**src/rtl/core/ip2p_pkg.sv**
```systemverilog
package ip2p_pkg;

  localparam int STACK_DEPTH_DEF = 32;

  localparam logic [7:0] CH_LPAREN = 8'h28;
  localparam logic [7:0] CH_RPAREN = 8'h29;
  localparam logic [7:0] CH_PLUS   = 8'h2B;
  localparam logic [7:0] CH_MINUS  = 8'h2D;
  localparam logic [7:0] CH_STAR   = 8'h2A;
  localparam logic [7:0] CH_SLASH  = 8'h2F;
  localparam logic [7:0] CH_CARET  = 8'h5E;

  localparam logic [1:0] ERR_NONE      = 2'd0;
  localparam logic [1:0] ERR_UNMATCHED = 2'd1;
  localparam logic [1:0] ERR_OVERFLOW  = 2'd2;

  localparam logic [1:0] OP_HOLD = 2'd0;
  localparam logic [1:0] OP_PUSH = 2'd1;
  localparam logic [1:0] OP_POP  = 2'd2;

  typedef struct packed {
    logic [1:0] op;
    logic [7:0] din;
  } cell_ctl_t;

  function automatic logic [1:0] prec_of(input logic [7:0] ch);
    logic [1:0] p;
    if (ch == CH_LPAREN) p = 2'd0;
    else if (ch == CH_PLUS || ch == CH_MINUS) p = 2'd1;
    else if (ch == CH_STAR || ch == CH_SLASH || ch == CH_CARET) p = 2'd2;
    else p = 2'd3;
    return p;
  endfunction

  function automatic logic is_alnum(input logic [7:0] ch);
    return (ch >= 8'h61 && ch <= 8'h7A) || (ch >= 8'h41 && ch <= 8'h5A) ||
           (ch >= 8'h30 && ch <= 8'h39);
  endfunction

endpackage

```
**src/rtl/core/ip2p_if.sv**
```systemverilog
interface ip2p_in_if;
  logic       valid;
  logic       ready;
  logic [7:0] in_char;
  logic       end_of_expr;

  modport source (output valid, output in_char, output end_of_expr, input ready);
  modport sink (input valid, input in_char, input end_of_expr, output ready);
endinterface

interface ip2p_out_if;
  logic       valid;
  logic       ready;
  logic [7:0] out_char;
  logic       char_valid;
  logic       expr_last;
  logic [1:0] error_code;

  modport source (output valid, output out_char, output char_valid, output expr_last,
                  output error_code, input ready);
  modport sink (input valid, input out_char, input char_valid, input expr_last,
                input error_code, output ready);
endinterface

```
**src/rtl/core/ip2p_cell.sv**
```systemverilog
module ip2p_cell (
  input  logic                 clk,
  input  ip2p_pkg::cell_ctl_t  ctl,
  input  logic [7:0]           up_data,
  input  logic [7:0]           down_data,
  output logic [7:0]           data_r
);

  always_ff @(posedge clk) begin
    case (ctl.op)
      ip2p_pkg::OP_PUSH: data_r <= up_data;
      ip2p_pkg::OP_POP:  data_r <= down_data;
      default:           data_r <= data_r;
    endcase
  end

endmodule

```
**src/rtl/core/ip2p_stack.sv**
```systemverilog
module ip2p_stack #(
  parameter int STACK_DEPTH = ip2p_pkg::STACK_DEPTH_DEF
) (
  input  logic                clk,
  input  ip2p_pkg::cell_ctl_t ctl,
  output logic [7:0]          top,
  output logic [7:0]          below
);

  logic [7:0] cell_q [STACK_DEPTH];

  // cell 0 is the top of stack; push shifts down, pop shifts up
  for (genvar i = 0; i < STACK_DEPTH; i++) begin : g_cell
    logic [7:0] up_d;
    logic [7:0] down_d;

    if (i == 0) begin : g_first
      assign up_d = ctl.din;
    end else begin : g_mid
      assign up_d = cell_q[i-1];
    end

    if (i == STACK_DEPTH - 1) begin : g_last
      assign down_d = cell_q[i];
    end else begin : g_inner
      assign down_d = cell_q[i+1];
    end

    ip2p_cell u_cell (
      .clk       (clk),
      .ctl       (ctl),
      .up_data   (up_d),
      .down_data (down_d),
      .data_r    (cell_q[i])
    );
  end

  assign top   = cell_q[0];
  assign below = cell_q[1];

endmodule

```
**src/rtl/core/ip2p_seq.sv**
```systemverilog
module ip2p_seq #(
  parameter int STACK_DEPTH = ip2p_pkg::STACK_DEPTH_DEF
) (
  input  logic                clk,
  input  logic                rst_n,
  ip2p_in_if.sink             in_chan,
  ip2p_out_if.source          out_chan,
  input  logic [7:0]          top,
  input  logic [7:0]          below,
  output ip2p_pkg::cell_ctl_t ctl
);

  localparam int CW = $clog2(STACK_DEPTH + 1);

  localparam logic [1:0] S_IDLE  = 2'd0;
  localparam logic [1:0] S_MAIN  = 2'd1;
  localparam logic [1:0] S_FLUSH = 2'd2;

  localparam logic [1:0] K_ALNUM = 2'd0;
  localparam logic [1:0] K_LP    = 2'd1;
  localparam logic [1:0] K_RP    = 2'd2;
  localparam logic [1:0] K_OP    = 2'd3;

  logic [1:0]    state_r, state_nxt;
  logic [1:0]    kind_r, kind_nxt;
  logic [7:0]    ch_r, ch_nxt;
  logic          last_r, last_nxt;
  logic [1:0]    err_r, err_nxt;
  logic          emitted_r, emitted_nxt;
  logic [CW-1:0] count_r, count_nxt;
  logic [CW-1:0] lp_cnt_r, lp_cnt_nxt;
  logic          out_valid_r, out_valid_nxt;
  logic [7:0]    out_char_r, out_char_nxt;
  logic          char_valid_r, char_valid_nxt;
  logic          expr_last_r, expr_last_nxt;
  logic [1:0]    err_out_r, err_out_nxt;

  logic       can_go, full, empty, one_left, two_left;
  logic [1:0] top_prec, in_prec;
  logic       emit;
  logic [7:0] e_char;
  logic       e_cv, e_last;
  logic       do_push, do_pop;

  assign full     = count_r == CW'(STACK_DEPTH);
  assign empty    = count_r == '0;
  assign one_left = count_r == CW'(1);
  assign two_left = count_r == CW'(2);
  assign top_prec = ip2p_pkg::prec_of(top);
  assign in_prec  = ip2p_pkg::prec_of(in_chan.in_char);
  assign can_go   = !out_valid_r || out_chan.ready;

  assign in_chan.ready = state_r == S_IDLE;

  always_comb begin
    state_nxt   = state_r;
    kind_nxt    = kind_r;
    ch_nxt      = ch_r;
    last_nxt    = last_r;
    err_nxt     = err_r;
    emitted_nxt = emitted_r;
    lp_cnt_nxt  = lp_cnt_r;
    emit        = 1'b0;
    e_char      = 8'h00;
    e_cv        = 1'b1;
    e_last      = 1'b0;
    do_push     = 1'b0;
    do_pop      = 1'b0;

    case (state_r)
      S_IDLE: begin
        if (in_chan.valid) begin
          ch_nxt      = in_chan.in_char;
          last_nxt    = in_chan.end_of_expr;
          emitted_nxt = 1'b0;
          err_nxt     = ip2p_pkg::ERR_NONE;
          state_nxt   = S_MAIN;
          if (ip2p_pkg::is_alnum(in_chan.in_char)) begin
            kind_nxt = K_ALNUM;
          end else if (in_chan.in_char == ip2p_pkg::CH_LPAREN) begin
            kind_nxt = K_LP;
            if (full) err_nxt = ip2p_pkg::ERR_OVERFLOW;
          end else if (in_chan.in_char == ip2p_pkg::CH_RPAREN) begin
            kind_nxt = K_RP;
            if (lp_cnt_r == '0) err_nxt = ip2p_pkg::ERR_UNMATCHED;
          end else begin
            kind_nxt = K_OP;
            // a full stack stays full only if nothing gets popped first
            if (full && in_prec > top_prec) err_nxt = ip2p_pkg::ERR_OVERFLOW;
          end
        end
      end
      S_MAIN: begin
        if (can_go) begin
          case (kind_r)
            K_ALNUM: begin
              emit      = 1'b1;
              e_char    = ch_r;
              e_last    = last_r && empty;
              state_nxt = S_FLUSH;
            end
            K_LP: begin
              if (!full) begin
                do_push    = 1'b1;
                lp_cnt_nxt = lp_cnt_r + CW'(1);
              end
              state_nxt = S_FLUSH;
            end
            K_RP: begin
              if (empty) begin
                state_nxt = S_FLUSH;
              end else begin
                do_pop = 1'b1;
                if (top == ip2p_pkg::CH_LPAREN) begin
                  lp_cnt_nxt = lp_cnt_r - CW'(1);
                  state_nxt  = S_FLUSH;
                end else begin
                  emit   = 1'b1;
                  e_char = top;
                  // final if nothing or only a matching '(' is left beneath
                  e_last = last_r &&
                           (one_left || (two_left && below == ip2p_pkg::CH_LPAREN));
                end
              end
            end
            default: begin
              if (!empty && ip2p_pkg::prec_of(ch_r) <= top_prec) begin
                do_pop = 1'b1;
                emit   = 1'b1;
                e_char = top;
              end else begin
                do_push   = !full;
                state_nxt = S_FLUSH;
              end
            end
          endcase
        end
      end
      S_FLUSH: begin
        if (can_go) begin
          if (last_r && !empty) begin
            do_pop = 1'b1;
            emit   = 1'b1;
            e_char = top;
            e_last = one_left;
            if (top == ip2p_pkg::CH_LPAREN) lp_cnt_nxt = lp_cnt_r - CW'(1);
            if (one_left) state_nxt = S_IDLE;
          end else begin
            if (!emitted_r && (last_r || err_r != ip2p_pkg::ERR_NONE)) begin
              emit   = 1'b1;
              e_cv   = 1'b0;
              e_last = last_r;
            end
            state_nxt = S_IDLE;
          end
        end
      end
      default: state_nxt = S_IDLE;
    endcase
  end

  always_comb begin
    count_nxt      = count_r;
    out_valid_nxt  = out_valid_r && !out_chan.ready;
    out_char_nxt   = out_char_r;
    char_valid_nxt = char_valid_r;
    expr_last_nxt  = expr_last_r;
    err_out_nxt    = err_out_r;
    ctl.op         = ip2p_pkg::OP_HOLD;
    ctl.din        = ch_r;
    if (do_push) begin
      ctl.op    = ip2p_pkg::OP_PUSH;
      count_nxt = count_r + CW'(1);
    end else if (do_pop) begin
      ctl.op    = ip2p_pkg::OP_POP;
      count_nxt = count_r - CW'(1);
    end
    if (emit) begin
      out_valid_nxt  = 1'b1;
      out_char_nxt   = e_char;
      char_valid_nxt = e_cv;
      expr_last_nxt  = e_last;
      err_out_nxt    = err_r;
    end
  end

  always_ff @(posedge clk) begin
    if (!rst_n) begin
      state_r     <= S_IDLE;
      count_r     <= '0;
      lp_cnt_r    <= '0;
      out_valid_r <= 1'b0;
      emitted_r   <= 1'b0;
    end else begin
      state_r     <= state_nxt;
      count_r     <= count_nxt;
      lp_cnt_r    <= lp_cnt_nxt;
      out_valid_r <= out_valid_nxt;
      emitted_r   <= emitted_nxt || emit;
    end
  end

  always_ff @(posedge clk) begin
    kind_r       <= kind_nxt;
    ch_r         <= ch_nxt;
    last_r       <= last_nxt;
    err_r        <= err_nxt;
    out_char_r   <= out_char_nxt;
    char_valid_r <= char_valid_nxt;
    expr_last_r  <= expr_last_nxt;
    err_out_r    <= err_out_nxt;
  end

  assign out_chan.valid      = out_valid_r;
  assign out_chan.out_char   = out_char_r;
  assign out_chan.char_valid = char_valid_r;
  assign out_chan.expr_last  = expr_last_r;
  assign out_chan.error_code = err_out_r;

endmodule

```
**src/rtl/core/infix_to_postfix_converter.sv**
```systemverilog
// Shunting-yard infix to postfix converter. One ASCII character enters per word;
// end_of_expr on the last character flushes the operator stack and the final
// result word carries expr_last. The operator stack is a chain of STACK_DEPTH
// 8-bit cells, top at cell 0, shifting one place per push or pop; its contents
// are not cleared at reset, only the entry count is. Steps: the character is
// accepted, then in the stack step it pops the operators it displaces one at a
// time and is pushed or emitted, then comes the flush step; on the end mark the
// flush step pops the entries left on the stack one at a time, and a bare marker
// word stands for an end mark or error that gave no other word. Pops shift the
// cell chain one place, each result is registered in the single output register,
// and output back-pressure stalls the sequence. error_code is 1 for a ')' with no
// '(' on the stack and 2 when a push met a full stack; every word of that character carries it.
module infix_to_postfix_converter #(
  parameter int STACK_DEPTH = ip2p_pkg::STACK_DEPTH_DEF
) (
  input  logic        clk,
  input  logic        rst_n,
  ip2p_in_if.sink     in_chan,
  ip2p_out_if.source  out_chan
);

  ip2p_pkg::cell_ctl_t ctl;
  logic [7:0]          top;
  logic [7:0]          below;

  ip2p_seq #(
    .STACK_DEPTH (STACK_DEPTH)
  ) u_seq (
    .clk      (clk),
    .rst_n    (rst_n),
    .in_chan  (in_chan),
    .out_chan (out_chan),
    .top      (top),
    .below    (below),
    .ctl      (ctl)
  );

  ip2p_stack #(
    .STACK_DEPTH (STACK_DEPTH)
  ) u_stack (
    .clk   (clk),
    .ctl   (ctl),
    .top   (top),
    .below (below)
  );

endmodule

```
**src/flat_wrapper.sv**
```systemverilog
// flat-port wrapper written by rule: the top's interface ports become plain ports
module infix_to_postfix_converter_flat 
#(
  parameter int STACK_DEPTH = ip2p_pkg::STACK_DEPTH_DEF
)
  (clk, rst_n, in_chan_valid, in_chan_in_char, in_chan_end_of_expr, in_chan_ready, out_chan_valid, out_chan_out_char, out_chan_char_valid, out_chan_expr_last, out_chan_error_code, out_chan_ready);
  ip2p_in_if in_chan_i ();
  ip2p_out_if out_chan_i ();
  input  logic clk;
  input  logic rst_n;
  input wire logic [$bits(in_chan_i.valid)-1:0] in_chan_valid;
  input wire logic [$bits(in_chan_i.in_char)-1:0] in_chan_in_char;
  input wire logic [$bits(in_chan_i.end_of_expr)-1:0] in_chan_end_of_expr;
  output wire logic [$bits(in_chan_i.ready)-1:0] in_chan_ready;
  output wire logic [$bits(out_chan_i.valid)-1:0] out_chan_valid;
  output wire logic [$bits(out_chan_i.out_char)-1:0] out_chan_out_char;
  output wire logic [$bits(out_chan_i.char_valid)-1:0] out_chan_char_valid;
  output wire logic [$bits(out_chan_i.expr_last)-1:0] out_chan_expr_last;
  output wire logic [$bits(out_chan_i.error_code)-1:0] out_chan_error_code;
  input wire logic [$bits(out_chan_i.ready)-1:0] out_chan_ready;
  assign in_chan_i.valid = in_chan_valid;
  assign in_chan_i.in_char = in_chan_in_char;
  assign in_chan_i.end_of_expr = in_chan_end_of_expr;
  assign in_chan_ready = in_chan_i.ready;
  assign out_chan_valid = out_chan_i.valid;
  assign out_chan_out_char = out_chan_i.out_char;
  assign out_chan_char_valid = out_chan_i.char_valid;
  assign out_chan_expr_last = out_chan_i.expr_last;
  assign out_chan_error_code = out_chan_i.error_code;
  assign out_chan_i.ready = out_chan_ready;
  infix_to_postfix_converter #(.STACK_DEPTH(STACK_DEPTH)) u_core (.clk(clk), .rst_n(rst_n), .in_chan(in_chan_i), .out_chan(out_chan_i));
endmodule
```
**config.mk**
```make
export PLATFORM = sky130hd
export DESIGN_NAME = infix_to_postfix_converter_flat
export DESIGN_NICKNAME = d
export VERILOG_FILES = /design/src/rtl/core/ip2p_pkg.sv /design/src/rtl/core/ip2p_if.sv /design/src/rtl/core/ip2p_cell.sv /design/src/rtl/core/ip2p_stack.sv /design/src/rtl/core/ip2p_seq.sv /design/src/rtl/core/infix_to_postfix_converter.sv /design/src/flat_wrapper.sv
export SDC_FILE = /design/constraint.sdc
export NUM_CORES = 1
export LEC_CHECK = 0
export BUFFER_PORTS_ARGS = -buffer_cell sky130_fd_sc_hd__buf_2
export CORE_ASPECT_RATIO = 0.75
export CORE_MARGIN = 3
export CORE_UTILIZATION = 60
export DETAILED_ROUTE_END_ITERATION = 16
export GPL_ROUTABILITY_DRIVEN = 0
export GPL_TIMING_DRIVEN = 0
export PLACE_DENSITY = 0.8
export RECOVER_POWER = 25
export SYNTH_ARGS = -nofsm -noshare
export SYNTH_HDL_FRONTEND = slang
export SYNTH_SLANG_ARGS = --single-unit
export TNS_END_PERCENT = 20
```
**constraint.sdc**
```tcl
create_clock -name clk -period 10.4 [get_ports clk]
set_input_delay 1.04 -clock clk [delete_from_list [all_inputs] [get_ports clk]]
set_output_delay 1.04 -clock clk [all_outputs]
set_load 0.05 [all_outputs]
```
==> flow_metrics.env, run 1 <==
export IMPL_rows=49
export IMPL_grt_pass1_wl_mm=42.1
export IMPL_avgSynthCellArea_um2=17.0
export IMPL_p_int_uw=3960
export IMPL_core_area_mm2=0.0241
export IMPL_nets=959
export IMPL_drc=0
export IMPL_grt_max_degree=70
export IMPL_worst_pin_slew_ps=1180
export IMPL_rsz0062_at_grt="false"
export IMPL_seq_area_mm2=0.00876
export IMPL_area_growth_pct=8.23
export IMPL_grt_usage_pct=19.8
export IMPL_die_w_um=187
export IMPL_finalMaxSlewViolations=0
export IMPL_peakVddDrop_v=0.000251
export IMPL_reg2reg_depth=10
export IMPL_die_height_um=142
export IMPL_finalCritPeriodShare_pct=53.5
export IMPL_ys_seq_area_share_pct=59.3
export IMPL_grt_use_met1_pct=33.2
export IMPL_pwr_density_cell_mw_per_mm2=360
export IMPL_synth_common_cells="edfxtp_1, mux2_4, nand2_1"
export IMPL_firstDrtPassIters=5
export IMPL_hold_violations=0
export IMPL_multi_input_area_mm2=0.00528
export IMPL_place_inst=1228
export IMPL_dieArea_mm2=0.0266
export IMPL_io_buffer_count=26
export IMPL_start_util_pct=61.3
export IMPL_synthArstFlopShare_pct=0
export IMPL_synth_edf_count=281
export IMPL_routed_wl_mm=25.9
export IMPL_critical_path_class="reg2reg"
export IMPL_finalSetupTns_ps=0
export IMPL_power_uw=5750
export IMPL_clockRootBuffer="clkbuf_16"
export IMPL_switchingPower_uw=1790
export IMPL_drt_wirelength_per_cell_um=20.2
export IMPL_clock_path_buffers=3
export IMPL_fin_skew_ps=8.60
export IMPL_slew_headroom_pct=21.4
export IMPL_synth_cell_type_count=70
export IMPL_synthFlopType="edfxtp_1"
export IMPL_cts_max_level=1
export IMPL_cts_tree="done"
export IMPL_numClockSinks=297
export IMPL_vias=7559
export IMPL_min_period_ps=5570
export IMPL_setup_ws_ps=4830
export IMPL_syn_cell_area_mm2=0.0148
export IMPL_synth_fp_nets=899
export IMPL_cp_required_ps=10690
export IMPL_maxCapViolCount=0
export IMPL_nFillCells=1647
export IMPL_synthTopCellsByArea="edfxtp_1, mux2_4, buf_12"
export IMPL_yosysTopAreaCellShare_pct=57.1
export IMPL_p_leak_uw=0.00567
export IMPL_p_comb_share_pct=36.6
export IMPL_cts_made_buffers=29
export IMPL_endpoint_kind="register"
export IMPL_clkPwrFrac_pct=18.2
export IMPL_syn_inst=868
export IMPL_cp_arrival_ps=5860
export IMPL_place_ws_ps=5690
export IMPL_dp_hpwl_mm=16.7
export IMPL_grt_pass1_vias=7420
export IMPL_yosysWarnings=0
export IMPL_clk_pin_slew_ps=60
export IMPL_antenna_found_initial=0
export IMPL_grt_busiest_layer="met1"
export IMPL_p_seq_share_pct=45.3
export IMPL_synth_largest_area_cell="edfxtp_1"
export IMPL_dr_first_iter_drc_count=813
export IMPL_finalSetupViolCount=0
export IMPL_diodes=0
export IMPL_vias_per_cell=5.91
export IMPL_met2_usage_pct=27.1
export IMPL_max_freq_mhz=180
export IMPL_swShare_pct=31.1
export IMPL_holdPathStages=0
export IMPL_insertion_delay_ps=550
export IMPL_grt_ovfl_total=0
export IMPL_whs_ps=451
export IMPL_post_route_cells_drive_above_1_share_pct=31.4
export IMPL_use_met3_pct=3.09
export IMPL_yosysMostFrequentCell="edfxtp_1"
export IMPL_io_pins=27
export IMPL_min_path_type="reg2reg"
export IMPL_post_cts_resized=0
export IMPL_postCtsHoldBufs=0
export IMPL_status="completed"
export IMPL_ant_nets=0
export IMPL_crit_path_start_kind="register"
export IMPL_critPathMaxFanout=10
export IMPL_postCtsSetupBuffers=0
export IMPL_ys_seq_elements=297
export IMPL_finalNonFillerCells=1280
==> power groups by stage <==
stage | Sequential [uW] | Combinational [uW] | Clock, uW
3_5_place_dp | 2610 | 2220 | 0
2_1_floorplan | 2680 | 1810 | 0
4_1_cts | 2610 | 2250 | 1060
6_report | 2600 | 2100 | 1040
3_3_place_gp | 2560 | 1910 | 0
5_1_grt | 2670 | 2270 | 1120
==> logic make-up (layout without fill, tap and decap cells) <==
family	count (synthesis)	after routing	share of synthesized area, %
mux	260	260	25.3
flops	297	297	59.3
buf+inv	63	144	4.30
xor+xnor	4	4	0.237
fa+ha+maj	18	18	1.52
compound gates	80	80	3.85
simple gates	146	146	5.51
==> sequential cells by signal, indices dropped and copies added (netlist names) <==
name                                 flops
u_core.u_seq.count_r                     6
u_core.u_seq.state_r                     2
u_core.u_seq.out_chan.valid              1
u_core.u_stack.g_cell.u_cell.data_r    256
u_core.u_seq.kind_r                      2
u_core.u_seq.ch_r                        8
u_core.u_seq.out_chan.out_char           8
u_core.u_seq.last_r                      1
u_core.u_seq.out_chan.expr_last          1
u_core.u_seq.out_chan.error_code         2
u_core.u_seq.out_chan.char_valid         1
u_core.u_seq.lp_cnt_r                    6
u_core.u_seq.emitted_r                   1
u_core.u_seq.err_r                       2
==> metrics by stage <==
stage | util, % | cell area [um^2]
after floorplan | - | 14800
after global placement | 63.6 | 15300
after detailed placement | 64.0 | 15400
after CTS | 67.8 | 16300
after global routing | 66.4 | 16000
final | 66.4 | 16000
==> worst max-delay path, cell delays in order (launching register included) <==
cell      delay (ps)
edfxtp_1         520
nor3b_1          950
and3_1           340
ha_1             250
nor2b_1          140
o21ai_0          550
a31oi_1          230
nor2_1           320
clkbuf_1         910
clkbuf_1         720
mux2_4           350
==> layout by cell type (no fill, tap or decap), types with 3 or more instances in the layout <==
cell	netlist	routed
o221ai_1	5	5
mux2_1	0	27
buf_6	4	3
o21a_1	3	3
and3_1	4	4
a21o_1	3	3
mux2_2	28	27
edfxtp_1	281	281
mux2_4	220	194
a32oi_1	3	3
nand3_1	13	13
or2_2	4	4
clkbuf_1	9	52
nor4_1	4	4
nand2_1	45	45
nand4_1	6	6
and2_1	5	4
o2111ai_1	4	4
clkinv_2	0	3
a21oi_1	17	17
nor2b_1	6	6
dfxtp_1	16	16
a31oi_1	4	5
o21ai_0	15	15
buf_12	22	10
nor3_1	10	10
ha_1	18	18
clkbuf_16	0	29
xor2_1	3	3
or3_1	6	6
buf_16	0	3
buf_2	6	8
clkinv_1	1	10
nand2b_1	10	9
mux2i_1	12	12
inv_1	20	20
bufinv_16	0	4
nor2_1	14	15
nor3b_1	4	4
==> path summary, 6_finish.rpt <==
check	startpoint	to	slack (ps)
min	u_core.u_stack.g_cell[30].u_cell.data_r[4]	u_core.u_stack.g_cell[31].u_cell.data_r[4]	450
min reg2reg	u_core.u_stack.g_cell[30].u_cell.data_r[4]	u_core.u_stack.g_cell[31].u_cell.data_r[4]	450
max reg2reg	u_core.u_stack.g_cell[0].u_cell.data_r[4]	u_core.u_stack.g_cell[16].u_cell.data_r[6]	4830
max	u_core.u_stack.g_cell[0].u_cell.data_r[4]	u_core.u_stack.g_cell[16].u_cell.data_r[6]	4830
==> cell type report <==
class,instances,share of cell area (%)
multi-input combinational,508,33.0
tap,331,2.59
clock inverter,18,1.16
inverter,21,0.493
sequential,297,54.8
clock buffer,34,4.65
buffer,42,2.17
timing repair buffer,29,1.17
==> routing by layer <==
layer | routed length [um] | part of all wire [%] | vias up
li1 | - | - | 3475
met1 | 13300 | 52 | 3854
met2 | 10800 | 42 | 188
met3 | 1310 | 5.1 | 42
met4 | 429 | 1.7 | 0
met5 | 0 | 0 | -
Power figures use the tool's default switching activity.
==> run 2, diff against run 1 <==
--- a/config.mk
+++ b/config.mk
@@ -5,14 +5,15 @@
 export SDC_FILE = /design/constraint.sdc
 export NUM_CORES = 1
 export LEC_CHECK = 0
+export ABC_AREA = 1
 export BUFFER_PORTS_ARGS = -buffer_cell sky130_fd_sc_hd__buf_2
 export CORE_ASPECT_RATIO = 0.75
 export CORE_MARGIN = 3
-export CORE_UTILIZATION = 60
+export CORE_UTILIZATION = 57
 export DETAILED_ROUTE_END_ITERATION = 16
 export GPL_ROUTABILITY_DRIVEN = 0
 export GPL_TIMING_DRIVEN = 0
-export PLACE_DENSITY = 0.8
+export PLACE_DENSITY = 0.79
 export RECOVER_POWER = 25
 export SYNTH_ARGS = -nofsm -noshare
 export SYNTH_HDL_FRONTEND = slang
==> constraint.sdc (replaced) <==
create_clock -name clk -period 4.85 [get_ports clk]
set_input_delay 0.485 -clock clk [delete_from_list [all_inputs] [get_ports clk]]
set_output_delay 0.485 -clock clk [all_outputs]
set_load 0.05 [all_outputs]
==> run 2 against run 1 <==
Sequential power is 120% higher. Area after synthesis fell by 5.1%. Synthesized cell count grew 56%. Core utilization fell by 2.2 points. Die area is 0.15% lower. Sequential cell count did not move. Via count is 31% higher.
==> flow_metrics.env, run 2 <==
export IMPL_status="completed"
export IMPL_synthArstFlopShare_pct=0
export IMPL_cp_required_ps=5030
export IMPL_die_w_um=187
export IMPL_endpoint_kind="register"
export IMPL_ys_seq_area_share_pct=62.5
export IMPL_routed_wl_mm=29.8
export IMPL_finalMaxSlewViolations=0
export IMPL_nFillCells=1833
export IMPL_dr_first_iter_drc_count=1151
export IMPL_postCtsSetupBuffers=0
export IMPL_p_leak_uw=0.00618
export IMPL_cts_made_buffers=28
export IMPL_ant_nets=0
export IMPL_hp_start="in_chan_end_of_expr"
export IMPL_slew_headroom_pct=26.6
export IMPL_hold_path_endpoint="u_core.u_seq.last_r"
export IMPL_rows=49
export IMPL_peakVddDrop_v=0.000523
export IMPL_layout_common_cells="edfxtp_1, nand2_1, inv_1"
export IMPL_ys_seq_elements=297
export IMPL_holdPathStages=1
export IMPL_vias_per_cell=5.62
export IMPL_reg2reg_depth=15
export IMPL_synth_edf_count=281
export IMPL_finalSetupTns_ps=0
export IMPL_yosysTopAreaCellShare_pct=60.2
export IMPL_cts_max_level=1
export IMPL_dp_hpwl_mm=20.2
export IMPL_worst_pin_slew_ps=1090
export IMPL_post_cts_resized=0
export IMPL_whs_ps=121
export IMPL_clockRootBuffer="clkbuf_16"
export IMPL_area_growth_pct=10.3
export IMPL_synthTopCellsByArea="edfxtp_1, nand2_1, inv_1"
export IMPL_firstDrtPassIters=8
export IMPL_syn_cell_area_mm2=0.0140
export IMPL_largest_reg_flops=256
export IMPL_r2r_end="u_core.u_stack.g_cell[21].u_cell.data_r[5]"
export IMPL_nets=1444
export IMPL_die_height_um=142
export IMPL_grt_pass1_wl_mm=48.2
export IMPL_cts_tree="done"
export IMPL_core_area_mm2=0.0241
export IMPL_clk_pin_slew_ps=60
export IMPL_crit_path_start_kind="register"
export IMPL_r2r_setup_slack_ps=400
export IMPL_place_ws_ps=649
export IMPL_max_freq_mhz=225
export IMPL_layout_commonest_cell="edfxtp_1"
export IMPL_maxCapViolCount=0
export IMPL_antenna_found_initial=0
export IMPL_dieArea_mm2=0.0265
export IMPL_yosysWarnings=0
export IMPL_io_pins=27
export IMPL_setup_ws_ps=397
export IMPL_diodes=0
export IMPL_cp_arrival_ps=4640
export IMPL_synth_cell_type_count=41
export IMPL_synth_largest_area_cell="edfxtp_1"
export IMPL_pwr_density_cell_mw_per_mm2=833
export IMPL_fin_skew_ps=16.1
export IMPL_vias=9911
export IMPL_finalNonFillerCells=1765
export IMPL_synth_common_cells="edfxtp_1, nand2_1, inv_1"
export IMPL_grt_usage_pct=22.3
export IMPL_finalCritPeriodShare_pct=91.8
export IMPL_post_route_cells_drive_above_1_share_pct=10.9
export IMPL_drt_wirelength_per_cell_um=16.9
export IMPL_min_period_ps=4450
export IMPL_min_path_type="in2reg"
export IMPL_postCtsHoldBufs=0
export IMPL_critical_path_class="reg2reg"
export IMPL_io_buffer_count=25
export IMPL_top_register="u_core.u_stack.g_cell.u_cell.data_r"
export IMPL_clock_path_buffers=3
export IMPL_rsz0062_at_grt="false"
export IMPL_insertion_delay_ps=550
export IMPL_place_inst=1714
export IMPL_grt_pass1_vias=9431
export IMPL_grt_max_degree=124
export IMPL_syn_inst=1356
export IMPL_r2r_start="u_core.u_stack.g_cell[0].u_cell.data_r[4]"
export IMPL_grt_ovfl_total=0
export IMPL_critPathMaxFanout=123
export IMPL_yosysMostFrequentCell="edfxtp_1"
export IMPL_start_util_pct=58.2
export IMPL_avgSynthCellArea_um2=10.3
export IMPL_hold_violations=0
export IMPL_synthFlopType="edfxtp_1"
export IMPL_drc=0
export IMPL_numClockSinks=297
export IMPL_finalSetupViolCount=0
export IMPL_synth_fp_nets=1387
-- run 2: cell types whose count changed in the layout (fill, tap and decap cells not counted), sizes merged, moves of 129 or more --
cell	delta
mux2	-248
inv	+170
nand2	+169
o21ai	+129
a21oi	+135
nor2	+163
-- run 2: power breakdown --
group | total, uW | switching (uW) | internal [uW]
clock network | 2270 | 948 | 1330
registers | 5660 | 593 | 5060
logic | 4960 | 3460 | 1500
total | 12900 | 5000 | 7880
-- run 2: final cells by class --
class / instances / area (um^2) / area share (%)
buffer: 63 / 440 / 2.85
sequential: 297 / 8760 / 56.6
timing repair buffer: 27 / 153 / 0.987
inverter: 191 / 717 / 4.64
clock inverter: 19 / 233 / 1.51
clock buffer: 32 / 716 / 4.63
multi-input combinational: 805 / 4030 / 26.1
tap: 331 / 414 / 2.68
-- run 2: kinds of logic (layout without fill, tap and decap cells) --
logic type,after synthesis,count (layout),synth area share [%]
DFF,297,297,62.5
xor gates and xnor gates,10,10,0.625
buffers and inverters,254,332,8.61
and+or+nand+nor,463,463,13.7
adders and majority gates,18,18,1.61
AOI/OAI and AO/OA,314,314,12.9
-- run 2: how the worst max path moves through the flow --
stage	startpoint	endpoint	slack [ps]	cells after the start
detailed placement	u_core.u_stack.g_cell[0].u_cell.data_r[4]	u_core.u_stack.g_cell[12].u_cell.data_r[4]	650	15
CTS	u_core.u_stack.g_cell[0].u_cell.data_r[4]	u_core.u_stack.g_cell[7].u_cell.data_r[4]	620	15
finish	u_core.u_stack.g_cell[0].u_cell.data_r[4]	u_core.u_stack.g_cell[21].u_cell.data_r[5]	400	15
global placement	u_core.u_stack.g_cell[0].u_cell.data_r[0]	u_core.u_seq.count_r[0]	-570	17
global route	u_core.u_stack.g_cell[0].u_cell.data_r[0]	u_core.u_stack.g_cell[22].u_cell.data_r[0]	190	17
floorplan	u_core.u_stack.g_cell[0].u_cell.data_r[0]	u_core.u_seq.count_r[0]	630	17
-- run 2: layer usage --
layer / track usage, % / up-vias / share of wire [%]
li1: - / 4693 / -
met1: 34.9 / 4744 / 46
met2: 32.6 / 422 / 43
met3: 4.22 / 52 / 8.8
met4: 4.93 / 0 / 1.7
met5: 0 / - / 0
-- run 2: metrics by stage --
| stage | instance area (um^2) | power (uW) | utilization (%) |
|---|---|---|---|
| floorplan | 14000 | 9290 | - |
| global placement | 14600 | 10500 | 60.4 |
| detailed placement | 14600 | 10700 | 60.7 |
| CTS | 15600 | 13000 | 64.6 |
| global route | 15500 | 13700 | 64.2 |
| finish | 15500 | 12900 | 64.2 |
-- run 2: critical path, cell delays in order (launching register included) --
cell	delay [ps]
edfxtp_1	420
inv_1	210
nand4_1	200
nor2_1	470
a311oi_1	170
ha_1	320
nand2_1	70
nand2_1	130
nand2_2	80
nand2_1	150
nand2_1	200
nand3_2	100
buf_2	230
nand2_8	260
buf_16	440
buf_16	480
==> run 3, diff against run 2 <==
--- a/config.mk
+++ b/config.mk
@@ -8,12 +8,10 @@
 export ABC_AREA = 1
 export BUFFER_PORTS_ARGS = -buffer_cell sky130_fd_sc_hd__buf_2
 export CORE_ASPECT_RATIO = 0.75
-export CORE_MARGIN = 3
 export CORE_UTILIZATION = 57
 export DETAILED_ROUTE_END_ITERATION = 16
 export GPL_ROUTABILITY_DRIVEN = 0
-export GPL_TIMING_DRIVEN = 0
-export PLACE_DENSITY = 0.79
+export PLACE_DENSITY = 0.8
 export RECOVER_POWER = 25
 export SYNTH_ARGS = -nofsm -noshare
 export SYNTH_HDL_FRONTEND = slang
==> run 3 against run 2 <==
Core utilization shrank 1.3 points. Clock power shrank 7%. First-iteration DRC count shrank 24%. Combinational power shrank 11%. Sequential power is essentially flat. Critical path type unchanged.
==> flow_metrics.env, run 3 (synthesis results as in run 2) <==
export IMPL_antenna_found_initial=0
export IMPL_postCtsSetupBuffers=0
export IMPL_clock_path_buffers=3
export IMPL_p_comb_share_pct=36.3
export IMPL_dr_first_iter_drc_count=875
export IMPL_fin_skew_ps=20.9
export IMPL_cp_num_buf_inv=4
export IMPL_place_ws_ps=1020
export IMPL_vias_per_cell=5.29
export IMPL_io_pins=27
export IMPL_grt_pass1_vias=8072
export IMPL_min_path_type="in2reg"
export IMPL_critPathMaxFanout=58
export IMPL_dp_hpwl_mm=15.5
export IMPL_numClockSinks=297
export IMPL_postCtsHoldBufs=0
export IMPL_ant_nets=0
export IMPL_maxCapViolCount=0
export IMPL_layout_common_cells="edfxtp_1, nand2_1, inv_1"
export IMPL_pwr_density_cell_mw_per_mm2=805
export IMPL_grt_pass1_wl_mm=38.8
export IMPL_critical_path_class="reg2reg"
export IMPL_start_util_pct=58.3
export IMPL_layout_commonest_cell="edfxtp_1"
export IMPL_top_register="u_core.u_stack.g_cell.u_cell.data_r"
export IMPL_fin_area_mm2=0.0151
export IMPL_clockRootBuffer="clkbuf_16"
export IMPL_area_growth_pct=7.88
export IMPL_slowest_stage="nand3_4"
export IMPL_core_area_mm2=0.0240
export IMPL_p_seq_share_pct=46.3
export IMPL_cp_arrival_ps=4350
export IMPL_status="completed"
export IMPL_cts_max_level=1
export IMPL_io_buffer_count=26
export IMPL_finalCritPeriodShare_pct=83.8
export IMPL_hold_violations=0
export IMPL_crit_path_start_kind="register"
export IMPL_finalSetupViolCount=0
export IMPL_p_leak_uw=0.00601
export IMPL_rows=49
export IMPL_endpoint_kind="register"
export IMPL_post_cts_resized=0
export IMPL_diodes=0
export IMPL_cp_required_ps=5140
export IMPL_crit_top_cell="nand2_1"
export IMPL_cts_made_buffers=27
export IMPL_drc=0
export IMPL_clkPwrFrac_pct=17.4
export IMPL_post_route_cells_drive_above_1_share_pct=8.54
export IMPL_finalMaxSlewViolations=0
export IMPL_nets=1392
export IMPL_largest_reg_flops=256
export IMPL_peakVddDrop_v=0.000514
export IMPL_placed_area_mm2=0.0143
export IMPL_grt_ovfl_total=0
export IMPL_clk_pin_slew_ps=70
export IMPL_grt_usage_pct=19.0
export IMPL_max_stage_delay_ps=470
export IMPL_grt_max_degree=122
export IMPL_rsz0062_at_grt="false"
export IMPL_die_height_um=138
export IMPL_switchingPower_uw=4590
export IMPL_slew_headroom_pct=45.0
export IMPL_setup_ws_ps=788
export IMPL_finalSetupTns_ps=0
export IMPL_min_period_ps=4060
export IMPL_worst_pin_slew_ps=825
export IMPL_p_int_uw=7590
export IMPL_drt_wirelength_per_cell_um=13.9
export IMPL_vias=9060
export IMPL_max_freq_mhz=246
export IMPL_cts_tree="done"
export IMPL_firstDrtPassIters=5
export IMPL_whs_ps=116
export IMPL_crit_chain="inv_1, nand2_1, inv_1, nand3_1, nor2_1, a311oi_1, ha_1, nand2_1, nand2_1, nand2_2, nand2_1, nand2_1, nand3_2, nand3_4, buf_12, buf_12, nor2_1, a21oi_1"
export IMPL_dieArea_mm2=0.0252
export IMPL_crit_family="simple AND/OR/NAND/NOR gates"
export IMPL_swShare_pct=37.7
export IMPL_die_w_um=183
export IMPL_routed_wl_mm=23.8
export IMPL_insertion_delay_ps=550
[run 3: changes by cell type in the layout (fill, tap and decap cells not counted), moves of 3 or more]
cell and delta:
clkbuf_1 -14, clkbuf_2 -4, buf_4 -12, clkinv_2 +3, buf_2 -14, buf_12 +9, buf_6 -16
[run 3: per-layer routing]
| layer | GRT usage [%] | routed length (um) | vias to the layer above |
|---|---|---|---|
| met5 | 0 | 0 | - |
| met4 | 5.56 | 554 | 0 |
| met1 | 28.7 | 11500 | 4180 |
| li1 | - | - | 4598 |
| met3 | 2.85 | 1240 | 47 |
| met2 | 28.5 | 10600 | 235 |
[run 3: power by group through the flow]
stage / combinational, uW / sequential, uW / clock, uW
floorplan: 3570 / 5720 / 0
global placement: 4280 / 5620 / 0
detailed placement: 4460 / 5670 / 0
CTS: 4480 / 5640 / 2150
global route: 5050 / 5790 / 2230
finish: 4420 / 5640 / 2120
[run 3: area by class of cell]
| cell class | instances | area [um^2] |
|---|---|---|
| fill | 1897 | 8910 |
| sequential | 297 | 8760 |
| multi-input combinational | 805 | 4040 |
| inverter | 191 | 717 |
| clock buffer | 29 | 683 |
| tap | 331 | 414 |
| timing repair buffer | 39 | 313 |
| clock inverter | 21 | 191 |
[run 3: final timing paths]
check	start	endpoint	slack, ps	cells after the start
max reg2reg	u_core.u_stack.g_cell[0].u_cell.data_r[2]	u_core.u_stack.g_cell[6].u_cell.data_r[7]	790	18
min reg2reg	u_core.u_stack.g_cell[30].u_cell.data_r[1]	u_core.u_stack.g_cell[31].u_cell.data_r[1]	450	0
min	in_chan_end_of_expr	u_core.u_seq.last_r	120	1
max	u_core.u_stack.g_cell[0].u_cell.data_r[2]	u_core.u_stack.g_cell[6].u_cell.data_r[7]	790	18
[run 3: per-stage QoR]
stage | util [%] | std cells | power (uW)
after floorplan | - | 1356 | 9290
after global placement | 59.5 | 1663 | 9910
after detailed placement | 59.5 | 1663 | 10100
after CTS | 63.1 | 1713 | 12300
after global routing | 62.9 | 1713 | 13100
final | 62.9 | 1713 | 12200
[run 3: worst register-to-register path, stage by stage, from the launching register on]
cell,delay (ps)
edfxtp_1,450
inv_1,160
nand2_1,80
inv_1,100
nand3_1,100
nor2_1,320
a311oi_1,130
ha_1,310
nand2_1,50
nand2_1,100
nand2_2,50
nand2_1,170
nand2_1,170
nand3_2,300
nand3_4,480
buf_12,370
buf_12,220
nor2_1,150
a21oi_1,70
